$ cat src/rtl/rgbhsv_pkg.sv
// rgb to hsv converter package: component width, pixel and result types,
// and the hand-off struct between the front end and the divider pipeline
// no dependencies
`timescale 1ns / 1ps
`default_nettype none

package rgbhsv_pkg;

  localparam int unsigned CompBits = 16;
  // hue numerator and 6*d need three extra bits
  localparam int unsigned HueW     = CompBits + 3;

  typedef struct packed {
    logic [CompBits-1:0] red;
    logic [CompBits-1:0] green;
    logic [CompBits-1:0] blue;
  } rgb_t;

  typedef struct packed {
    logic [CompBits-1:0] hue;
    logic [CompBits-1:0] saturation;
    logic [CompBits-1:0] value;
  } hsv_t;

  // multiple of d that opens the hue sector
  typedef enum logic [1:0] {
    BASE_ONE,
    BASE_THREE,
    BASE_FIVE
  } base_e;

  typedef struct packed {
    logic                valid;
    logic [CompBits-1:0] v;
    logic [CompBits-1:0] d;
    logic [HueW-1:0]     n;
    logic [HueW-1:0]     den6;
    logic                zero;
    logic                sat_full;
  } prep_t;

endpackage

`default_nettype wire

$ cat src/rtl/rgb_to_hsv_converter.sv
// rgb to hsv converter top: front end, two divider pipelines, output register
// depends on rgbhsv_pkg, rgbhsv_prep, rgbhsv_divider
//
//   port       dir  type   meaning
//   start      in   1      pixel transfer request
//   busy       out  1      always low, a pixel is taken every cycle
//   pixel_i    in   rgb_t  red, green, blue components
//   done_o     out  1      result strobe, one cycle per pixel
//   result_o   out  hsv_t  hue, saturation, value
//
// one pixel per clock through two front-end stages, one restoring divider stage
// per quotient bit and one output register; the divider chain length sets the
// latency, throughput stays one per cycle
// reset clears the valid bits and the side line only; pixels in flight are dropped
// the receiver cannot stall, so nothing ever holds the pipeline
`timescale 1ns / 1ps
`default_nettype none

module rgb_to_hsv_converter
  import rgbhsv_pkg::*;
(
  input  wire logic clk_i,
  input  wire logic rst_ni,
  input  wire logic start,
  output logic      busy,
  input  wire rgb_t pixel_i,
  output logic      done_o,
  output hsv_t      result_o
);

  localparam int unsigned Latency = CompBits + 3;

  typedef struct packed {
    logic                valid;
    logic [CompBits-1:0] v;
    logic                zero;
    logic                sat_full;
    logic                wrap;
  } side_t;

  prep_t               prep;
  logic [CompBits-1:0] sat_quo, hue_quo;
  side_t               side_d;
  side_t               side_q [CompBits];
  logic                done_q;
  hsv_t                result_q, result_d;

  assign busy = 1'b0;

  rgbhsv_prep u_prep (
    .clk_i   (clk_i),
    .rst_ni  (rst_ni),
    .valid_i (start && !busy),
    .pixel_i (pixel_i),
    .prep_o  (prep)
  );

  rgbhsv_divider #(
    .DenW (CompBits),
    .QuoW (CompBits)
  ) u_sat_div (
    .clk_i (clk_i),
    .num_i (prep.d),
    .den_i (prep.v),
    .quo_o (sat_quo)
  );

  rgbhsv_divider #(
    .DenW (HueW),
    .QuoW (CompBits)
  ) u_hue_div (
    .clk_i (clk_i),
    .num_i (prep.n),
    .den_i (prep.den6),
    .quo_o (hue_quo)
  );

  always_comb begin
    side_d.valid    = prep.valid;
    side_d.v        = prep.v;
    side_d.zero     = prep.zero;
    side_d.sat_full = prep.sat_full;
    // a full turn of hue wraps to 0
    side_d.wrap     = (prep.n >= prep.den6);
  end

  // side line runs alongside the divider stages
  always_ff @(posedge clk_i or negedge rst_ni) begin
    if (!rst_ni) begin
      for (int k = 0; k < CompBits; k++) side_q[k] <= '0;
    end else begin
      side_q[0] <= side_d;
      for (int k = 1; k < CompBits; k++) side_q[k] <= side_q[k-1];
    end
  end

  always_comb begin
    side_t s;
    s = side_q[CompBits-1];
    result_d.value = s.v;
    if (s.zero) begin
      result_d.hue        = '0;
      result_d.saturation = '0;
    end else begin
      result_d.hue        = s.wrap ? '0 : hue_quo;
      result_d.saturation = s.sat_full ? '1 : sat_quo;
    end
  end

  always_ff @(posedge clk_i or negedge rst_ni) begin
    if (!rst_ni) begin
      done_q <= 1'b0;
    end else begin
      done_q <= side_q[CompBits-1].valid;
    end
  end

  always_ff @(posedge clk_i) begin
    result_q <= result_d;
  end

  assign done_o   = done_q;
  assign result_o = result_q;

  // every accepted pixel comes out after the fixed latency
  a_latency_done: assert property (@(posedge clk_i) disable iff (!rst_ni)
    (start && !busy) |-> ##Latency done_o)
    else $error("accepted pixel did not produce a result");

  // no result without a pixel accepted the same latency earlier
  a_latency_idle: assert property (@(posedge clk_i) disable iff (!rst_ni)
    !(start && !busy) |-> ##Latency !done_o)
    else $error("result strobe without an accepted pixel");

  // zero saturation only for grey, which has zero hue
  a_grey_hue: assert property (@(posedge clk_i) disable iff (!rst_ni)
    (done_o && result_o.saturation == '0) |-> (result_o.hue == '0))
    else $error("grey pixel with nonzero hue");

  // black has neither hue nor saturation
  a_black: assert property (@(posedge clk_i) disable iff (!rst_ni)
    (done_o && result_o.value == '0) |-> (result_o.saturation == '0))
    else $error("black pixel with nonzero saturation");

endmodule

`default_nettype wire

$ cat src/rtl/rgbhsv_prep.sv
// rgb to hsv front end: max/min and sector pick, then hue numerator and 6*d
// two register stages; depends on rgbhsv_pkg
`timescale 1ns / 1ps
`default_nettype none

module rgbhsv_prep
  import rgbhsv_pkg::*;
(
  input  wire logic  clk_i,
  input  wire logic  rst_ni,
  input  wire logic  valid_i,
  input  wire rgb_t  pixel_i,
  output prep_t      prep_o
);

  typedef struct packed {
    logic [CompBits-1:0] v;
    logic [CompBits-1:0] d;
    logic                x_zero;
    base_e               base;
    logic                sub;
    logic [CompBits-1:0] diff;
  } sect_t;

  logic  s1_valid_q, s1_valid_d;
  sect_t s1_q, s1_d;
  logic  s2_valid_q;
  prep_t s2_q, s2_d;

  // stage 1: largest, smallest, sector
  always_comb begin
    logic [CompBits-1:0] mx, mn;
    mx = pixel_i.red;
    if (pixel_i.green > mx) mx = pixel_i.green;
    if (pixel_i.blue > mx) mx = pixel_i.blue;
    mn = pixel_i.red;
    if (pixel_i.green < mn) mn = pixel_i.green;
    if (pixel_i.blue < mn) mn = pixel_i.blue;

    s1_valid_d = valid_i;
    s1_d.v      = mx;
    s1_d.d      = mx - mn;
    s1_d.x_zero = (mn == '0);
    // blue max wins over green max, green over red
    if (pixel_i.blue == mx) begin
      if (pixel_i.red == mn) begin
        s1_d.base = BASE_THREE;
        s1_d.sub  = 1'b0;
        s1_d.diff = mx - pixel_i.green;
      end else begin
        s1_d.base = BASE_FIVE;
        s1_d.sub  = 1'b1;
        s1_d.diff = mx - pixel_i.red;
      end
    end else if (pixel_i.green == mx) begin
      if (pixel_i.blue == mn) begin
        s1_d.base = BASE_ONE;
        s1_d.sub  = 1'b0;
        s1_d.diff = mx - pixel_i.red;
      end else begin
        s1_d.base = BASE_THREE;
        s1_d.sub  = 1'b1;
        s1_d.diff = mx - pixel_i.blue;
      end
    end else begin
      if (pixel_i.green == mn) begin
        s1_d.base = BASE_FIVE;
        s1_d.sub  = 1'b0;
        s1_d.diff = mx - pixel_i.blue;
      end else begin
        s1_d.base = BASE_ONE;
        s1_d.sub  = 1'b1;
        s1_d.diff = mx - pixel_i.green;
      end
    end
  end

  // stage 2: numerator base*d +/- diff and denominator 6*d
  always_comb begin
    logic [HueW-1:0] dx, bd, df;
    dx = HueW'(s1_q.d);
    df = HueW'(s1_q.diff);
    unique case (s1_q.base)
      BASE_ONE:   bd = dx;
      BASE_THREE: bd = (dx << 1) + dx;
      BASE_FIVE:  bd = (dx << 2) + dx;
      default:    bd = dx;
    endcase
    s2_d.valid    = s1_valid_q;
    s2_d.v        = s1_q.v;
    s2_d.d        = s1_q.d;
    s2_d.n        = s1_q.sub ? (bd - df) : (bd + df);
    s2_d.den6     = (dx << 2) + (dx << 1);
    s2_d.zero     = (s1_q.d == '0);
    s2_d.sat_full = s1_q.x_zero;
  end

  always_ff @(posedge clk_i or negedge rst_ni) begin
    if (!rst_ni) begin
      s1_valid_q <= 1'b0;
      s2_valid_q <= 1'b0;
    end else begin
      s1_valid_q <= s1_valid_d;
      s2_valid_q <= s2_d.valid;
    end
  end

  always_ff @(posedge clk_i) begin
    s1_q <= s1_d;
    s2_q <= s2_d;
  end

  always_comb begin
    prep_o       = s2_q;
    prep_o.valid = s2_valid_q;
  end

endmodule

`default_nettype wire

$ cat src/rtl/rgbhsv_divider.sv
// pipelined restoring fraction divider: floor(num * 2^QuoW / den), num < den
// one quotient bit per register stage; no package dependency
`timescale 1ns / 1ps
`default_nettype none

module rgbhsv_divider #(
  parameter int unsigned DenW = 16,
  parameter int unsigned QuoW = 16
) (
  input  wire logic            clk_i,
  input  wire logic [DenW-1:0] num_i,
  input  wire logic [DenW-1:0] den_i,
  output logic      [QuoW-1:0] quo_o
);

  logic [DenW-1:0] rem_q [QuoW];
  logic [DenW-1:0] den_q [QuoW];
  logic [QuoW-1:0] quo_q [QuoW];

  for (genvar k = 0; k < QuoW; k++) begin : g_step
    logic [DenW-1:0] rem_in, den_in, rem_d;
    logic [QuoW-1:0] quo_in, quo_d;
    logic [DenW:0]   shifted, trial;
    logic            take;

    if (k == 0) begin : g_first
      assign rem_in = num_i;
      assign den_in = den_i;
      assign quo_in = '0;
    end else begin : g_next
      assign rem_in = rem_q[k-1];
      assign den_in = den_q[k-1];
      assign quo_in = quo_q[k-1];
    end

    assign shifted = {rem_in, 1'b0};
    assign trial   = shifted - {1'b0, den_in};
    assign take    = (shifted >= {1'b0, den_in});
    assign rem_d   = take ? trial[DenW-1:0] : shifted[DenW-1:0];
    assign quo_d   = {quo_in[QuoW-2:0], take};

    always_ff @(posedge clk_i) begin
      rem_q[k] <= rem_d;
      den_q[k] <= den_in;
      quo_q[k] <= quo_d;
    end
  end

  assign quo_o = quo_q[QuoW-1];

endmodule

`default_nettype wire

$ cat config.mk
export PLATFORM = sky130hd
export DESIGN_NAME = rgb_to_hsv_converter
export DESIGN_NICKNAME = d
export VERILOG_FILES = /design/src/rtl/rgbhsv_pkg.sv /design/src/rtl/rgb_to_hsv_converter.sv /design/src/rtl/rgbhsv_prep.sv /design/src/rtl/rgbhsv_divider.sv
export SDC_FILE = /design/constraint.sdc
export NUM_CORES = 2
export LEC_CHECK = 0
export ABC_AREA = 1
export BUFFER_PORTS_ARGS = -buffer_cell sky130_fd_sc_hd__buf_2
export CAP_MARGIN = 40
export CORE_AREA = 2 2 427 429
export DETAILED_ROUTE_END_ITERATION = 10
export DIE_AREA = 0 0 429 431
export MAX_ROUTING_LAYER = met4
export REMOVE_ABC_BUFFERS = 1
export SLEW_MARGIN = 15
export SYNTH_ARGS = -nofsm -noshare
export SYNTH_HDL_FRONTEND = slang
export SYNTH_SLANG_ARGS = --single-unit
$ cat constraint.sdc
create_clock -name clk_i -period 4.2 [get_ports clk_i]
set_input_delay 0.84 -clock clk_i [delete_from_list [all_inputs] [get_ports clk_i]]
set_output_delay 0.84 -clock clk_i [all_outputs]
set_load 0.02 [all_outputs]
Word level (Yosys, flattened, before mapping) --
Memory sizes are Yosys's and may differ from the RTL's. A register that Yosys moved wholly into a read port is not among the register bits. Cells that the tools add are included.
Storage, ports and cells: flip-flop bits (word level) 479, memory bits (writable) 1632, bits of input ports 51, logic and storage cells 235, memories 6
Operators by class: add/subtract/negate cells 41, magnitude comparators 37, equality and inequality tests 7, multiplexer cells 44, reductions and logical operators 3
Memory list:
- u_hue_div.den_q | depth 16, width 19, read ports 15, clocked after Yosys merged registers in 0, wr ports 16, line rgbhsv_divider.sv:17 | logic [DenW-1:0] den_q [QuoW];
- u_hue_div.rem_q | depth 16, width 19, read ports 15, clocked after Yosys merged registers in 0, wr ports 16, line rgbhsv_divider.sv:16 | logic [DenW-1:0] rem_q [QuoW];
- u_hue_div.quo_q | depth 16, width 16, read ports 16, clocked after Yosys merged registers in 1, wr ports 16, line rgbhsv_divider.sv:18 | logic [QuoW-1:0] quo_q [QuoW];
- u_sat_div.den_q | depth 16, width 16, read ports 15, clocked after Yosys merged registers in 0, wr ports 16, line rgbhsv_divider.sv:17
- u_sat_div.quo_q | depth 16, width 16, read ports 16, clocked after Yosys merged registers in 0, wr ports 16, line rgbhsv_divider.sv:18
- u_sat_div.rem_q | depth 16, width 16, read ports 15, clocked after Yosys merged registers in 0, wr ports 16, line rgbhsv_divider.sv:16
Operators with widths (number):
- 2-to-1 mux 19 bit | 21
- 2-to-1 mux 16 bit | 21
- greater-or-equal comparator 20 x 19 -> 1 bit | 16
- subtractor 16 bit | 20
- subtractor 19 bit | 16
- greater-or-equal comparator 17 x 16 -> 1 bit | 16
- == test 16 bit | 5
- case mux 19 bit (2 select lines) | 1
- > comparator 16 bit | 2
- logical NOT 16 bit | 2
- less-than comparator 16 bit | 2
- adder 18 x 16 -> 19 bit | 1
- adder 18 x 17 -> 19 bit | 1
- adder 19 x 16 -> 19 bit | 1
- greater-or-equal comparator 19 bit | 1
- subtractor 19 x 16 -> 19 bit | 1
- adder 17 x 16 -> 18 bit | 1
- 2-to-1 mux 18 bit | 1
- == test 2 x 1 -> 1 bit (second input constant) | 1
- == test 2 bit (second input constant) | 1
- OR reduction 2 bit | 1

Depth between registers and ports, before layout --
depth after elaboration 8, gate-level depth with buffers 49, depth with buffers taken out 47

By module --
From an unflattened synthesis, not the netlist that was laid out.
Second synthesis, totals: cell total of the unflattened synthesis 12119, area total of the unflattened synthesis 90493.0 µm²
Modules (own cells, without submodules):
- rgbhsv_divider at u_hue_div | times used 1, cells each 5265, area each 36691.4 µm², seq. area each 14133.6 µm²
- rgbhsv_divider at u_sat_div | times used 1, cells each 4586, area each 32139.6 µm², seq. area each 12331.8 µm²
- rgbhsv_prep | times used 1, cells each 1732, area each 11743.8 µm², seq. area each 2492.4 µm²
- rgb_to_hsv_converter | times used 1, cells each 536, area each 9918.3 µm², seq. area each 8993.6 µm²

Worst setup path before layout --
Ideal clock, no wire load.
path type input to register, start in pixel_i[39] (netlist name), end reg u_prep.s1_q[15] (netlist name), setup time 0.112 ns, arrival time 6.429 ns, data required time 4.088 ns, setup slack -2.341 ns, stages 39, path buffers 2, cells stage by stage inv_1 -> ha_1 -> a21o_1 -> nor2_1 -> nand2_1 -> nand2_1 -> nand2_2 -> nand2_1 -> clkbuf_1 -> clkbuf_1 -> nand2_1 -> o21ai_0 -> inv_1 -> ha_1 -> a21oi_1 -> nor2_1 -> a211oi_1 -> o21ai_0 -> [... 3 more ...] -> inv_1 -> o21ai_0 -> ha_1 -> a21oi_1 -> o21ai_0 -> a21boi_0 -> o21ai_0 -> a21oi_1 -> o21bai_1 -> a21o_1 -> a21oi_1 -> o21ai_0 -> a21o_1 -> a21oi_1 -> xor2_1 -> nand3_1 -> nand2_1 -> nand2_1
RTL lines:
- start: declaration | line rgb_to_hsv_converter.sv:26 | input wire rgb_t pixel_i,
- end signal: assignment | line rgbhsv_prep.sv:109 | s1_q <= s1_d;
- end: declaration | line rgbhsv_prep.sv:26 | sect_t s1_q, s1_d;

==> impl_metrics.toml <==
[run_status]
status = "finished, violations left"
violations = "negative setup slack"

[critical_path]
slowest_stage = "fa_2"
cp-start-kind = "primary input"
crit_required_ns = 4.96
arrival_ns = 6.18
critical_path_class = "in2reg"
end_kind = "flop"
crit_path_frequent_cell = "nand2_1"
crit_fanout = 7
max_stage_delay_ns = 0.38

[cts]
cts.sinks = 1785
cts.path.max_buffers = 3
cts-root-buf = "clkbuf_16"
cts_tree = "yes"
htree_levels = 4
cts_buffers = 178
clock_latency_ns = 0.82
clk_pin_slew_worst_paths_ns = 0.06

[sta]
min_period_ns = 5.42
drv_slew = 0
tightestPinTransition_ns = 0.798
rsz0062_at_grt = "true"
skew_ns = 0.0392
fin_ws_ns = -1.22
hold_viol_final = 0
post-route-period-util = 1.29
slew_headroom = 0.467
setup_tns_ns = -27.69
setup_viol = 34
fmax_ghz = 0.184

[drt]
drtAntennaViolNets = 0
drt-wirelength-per-cell_um = 14.9
drt-vias-per-instance = 4.77
drc = 0
num_vias = 53300
drtPass1Iterations = 5
drt_iter0_markers = 2465
routed_wl_mm = 167

[global_route]
grt.total_usage = 0.184
antenna_found_initial = 0
grt_max_degree = 108
grt-ovfl-total = 0
grt_pass1_vias = 53400
grt_pass1_wl_mm = 268

[logic_synthesis]
synth_xor_xnor_area_share = 0.0636
ys.flop_type = "dfxtp_1"
synth_area_sq_um = 73700
synth_edf_count = 0
yosysTopAreaCell = "dfxtp_1"
ys_async_sr_fraction = 0.181
synth_top_family_by_area = "adder cells"
ys_warn_count = 0
synth.top_cells.by_area = "dfxtp_1 (40%), ha_1 (12%), dfrtp_1 (11%), nand2_1 (5.8%), a21oi_1 (5.4%)"
ys_seq_elements = 1785
synth-adder-area-share = 0.133
avgSynthCellArea_sq_um = 9.30
synthMuxAreaShare = 0
synthSimpleGateAreaFrac = 0.126
synth_compound_area_frac = 0.109
yosysMostFrequentCell = "dfxtp_1"
netlist_top_cells_count = "dfxtp_1 (1462), nand2_1 (1130), inv_1 (1013)"
yosysUniqueCellTypes = 60
seq_area_frac_synth = 0.507
netlist_instances = 7919
synth_top_area_frac = 0.397

[die]
rows = 156
coreArea_sq_um = 180000
start_util = 0.409
io_pins = 101
fp.dieW_um = 429
dieArea_sq_um = 185000
die_height_um = 431

[flow_run]
drv_cap = 0

[placed_design]
gp_congestion = 0.929
dp_hpwl_mm = 131
place_area_sq_um = 80400
io_buffers = 99
post-place-cells = 10800

[worst_hold_path]
hp-class = "in2reg"

[layout]
finish.utilization = 0.494
finalNetCount = 9465
final_cells = 11200
drive_gt1_frac = 0.143
area_growth_syn_to_layout_pct = 20.9
postLayoutCellArea_sq_um = 89100
## per-layer routing
metal,track usage,vias up,share of wire
met5,-,-,0
met4,0.0802,0,0.042
met3,0.0239,355,0.028
met2,0.338,767,0.52
met1,0.197,24700,0.41
li1,-,27500,-
## per-stage QoR
| step | setup slack [ns] | hold WS (ns) |
|---|---|---|
| 2_1_floorplan | -2.74 | 0.310 |
| 3_3_place_gp | -2.92 | 0.310 |
| 3_5_place_dp | -2.93 | 0.312 |
| 4_1_cts | -1.19 | 0.0605 |
| 5_1_grt | -1.54 | 0.0815 |
| 6_report | -1.22 | 0.133 |
## cells in the final DEF (no fill, tap or decap), types with 21 or more instances in the layout
cell type	n
clkbuf_16	180
o21ai_0	394
a21oi_1	771
clkbuf_8	39
o21bai_1	60
o21ai_1	52
xnor2_1	280
nand2_2	38
a21o_1	27
inv_1	996
dfxtp_1	1456
ha_4	36
buf_6	47
a221oi_1	21
nand4_1	85
nor2_1	491
a21oi_2	30
nor3_1	51
clkbuf_1	23
buf_4	526
dfrtp_1	323
xor2_1	236
fa_1	32
o21ai_2	25
nand3_1	326
nand2_1	1102
ha_1	685
clkinv_2	33
buf_2	90
## worst max-delay path: cells and delay by family
family	cells	cell delay, ns
buffers and inverters	8	0.94
AND/OR/NAND/NOR	17	2.27
AO/OA/AOI/OAI	9	0.91
adder cells (fa/ha/maj)	4	1.07
XOR/XNOR	1	0.14
## flip-flops by register name, summed over array words and instances, names as in the netlist, 48 cells and up
signal	flops
side_q	304
u_hue_div.den_q	270
u_hue_div.rem_q	270
u_sat_div.den_q	240
u_sat_div.rem_q	240
u_hue_div.quo_q	136
u_sat_div.quo_q	136
u_prep.prep_o	70
u_prep.s1_q	52
result_o	48
## cells by family (layout without fill, tap and decap cells)
family | count (synthesis) | in the layout
simple gates | 2197 | 2201
flops | 1785 | 1785
compound gates | 1489 | 1489
buf+inv | 1149 | 2026
fa+ha+maj | 763 | 763
xor+xnor | 535 | 535
other cells | 1 | 2
## final timing paths
path                                   startpoint               endpoint  slack, ns  cells after the start
min                                         start      u_prep.s1_valid_q       0.13                      1
max reg2reg                       u_prep.s1_q[21]      u_prep.prep_o[38]       0.07                     25
min in group asynchronous                  rst_ni            side_q[143]       0.57                      2
min reg2reg                u_sat_div.quo_q[2][50]  u_sat_div.quo_q[3][3]       0.29                      0
max                                   pixel_i[26]        u_prep.s1_q[34]      -1.22                     39
max in group asynchronous                  rst_ni             side_q[60]       2.66                      3
## timing repair
| action | in CTS | in global routing |
|---|---|---|
| buffers inserted | 70 | 29 |
| endpoints found under the setup margin | 41 | 40 |
| pin swaps | 85 | 80 |
| hold buffers | 1 | 0 |
| hold endpoints to repair | 68 | 0 |
| gates cloned | 3 | 1 |
| resized for setup | 264 | 116 |
## area by class of cell
type                       instances  area, sq um
tap                             2370         2970
sequential                      1785        37400
clock buffer                     242         5130
timing repair buffer             674         5120
multi-input combinational       4989        33300
antenna                            1         2.50
inverter                        1023         3860
fill                           16600        91100
clock inverter                    87         1330
Power is left out: the tool's default activity adds up to more than one toggle a clock period on the data nets, which glitch-free logic cannot reach.
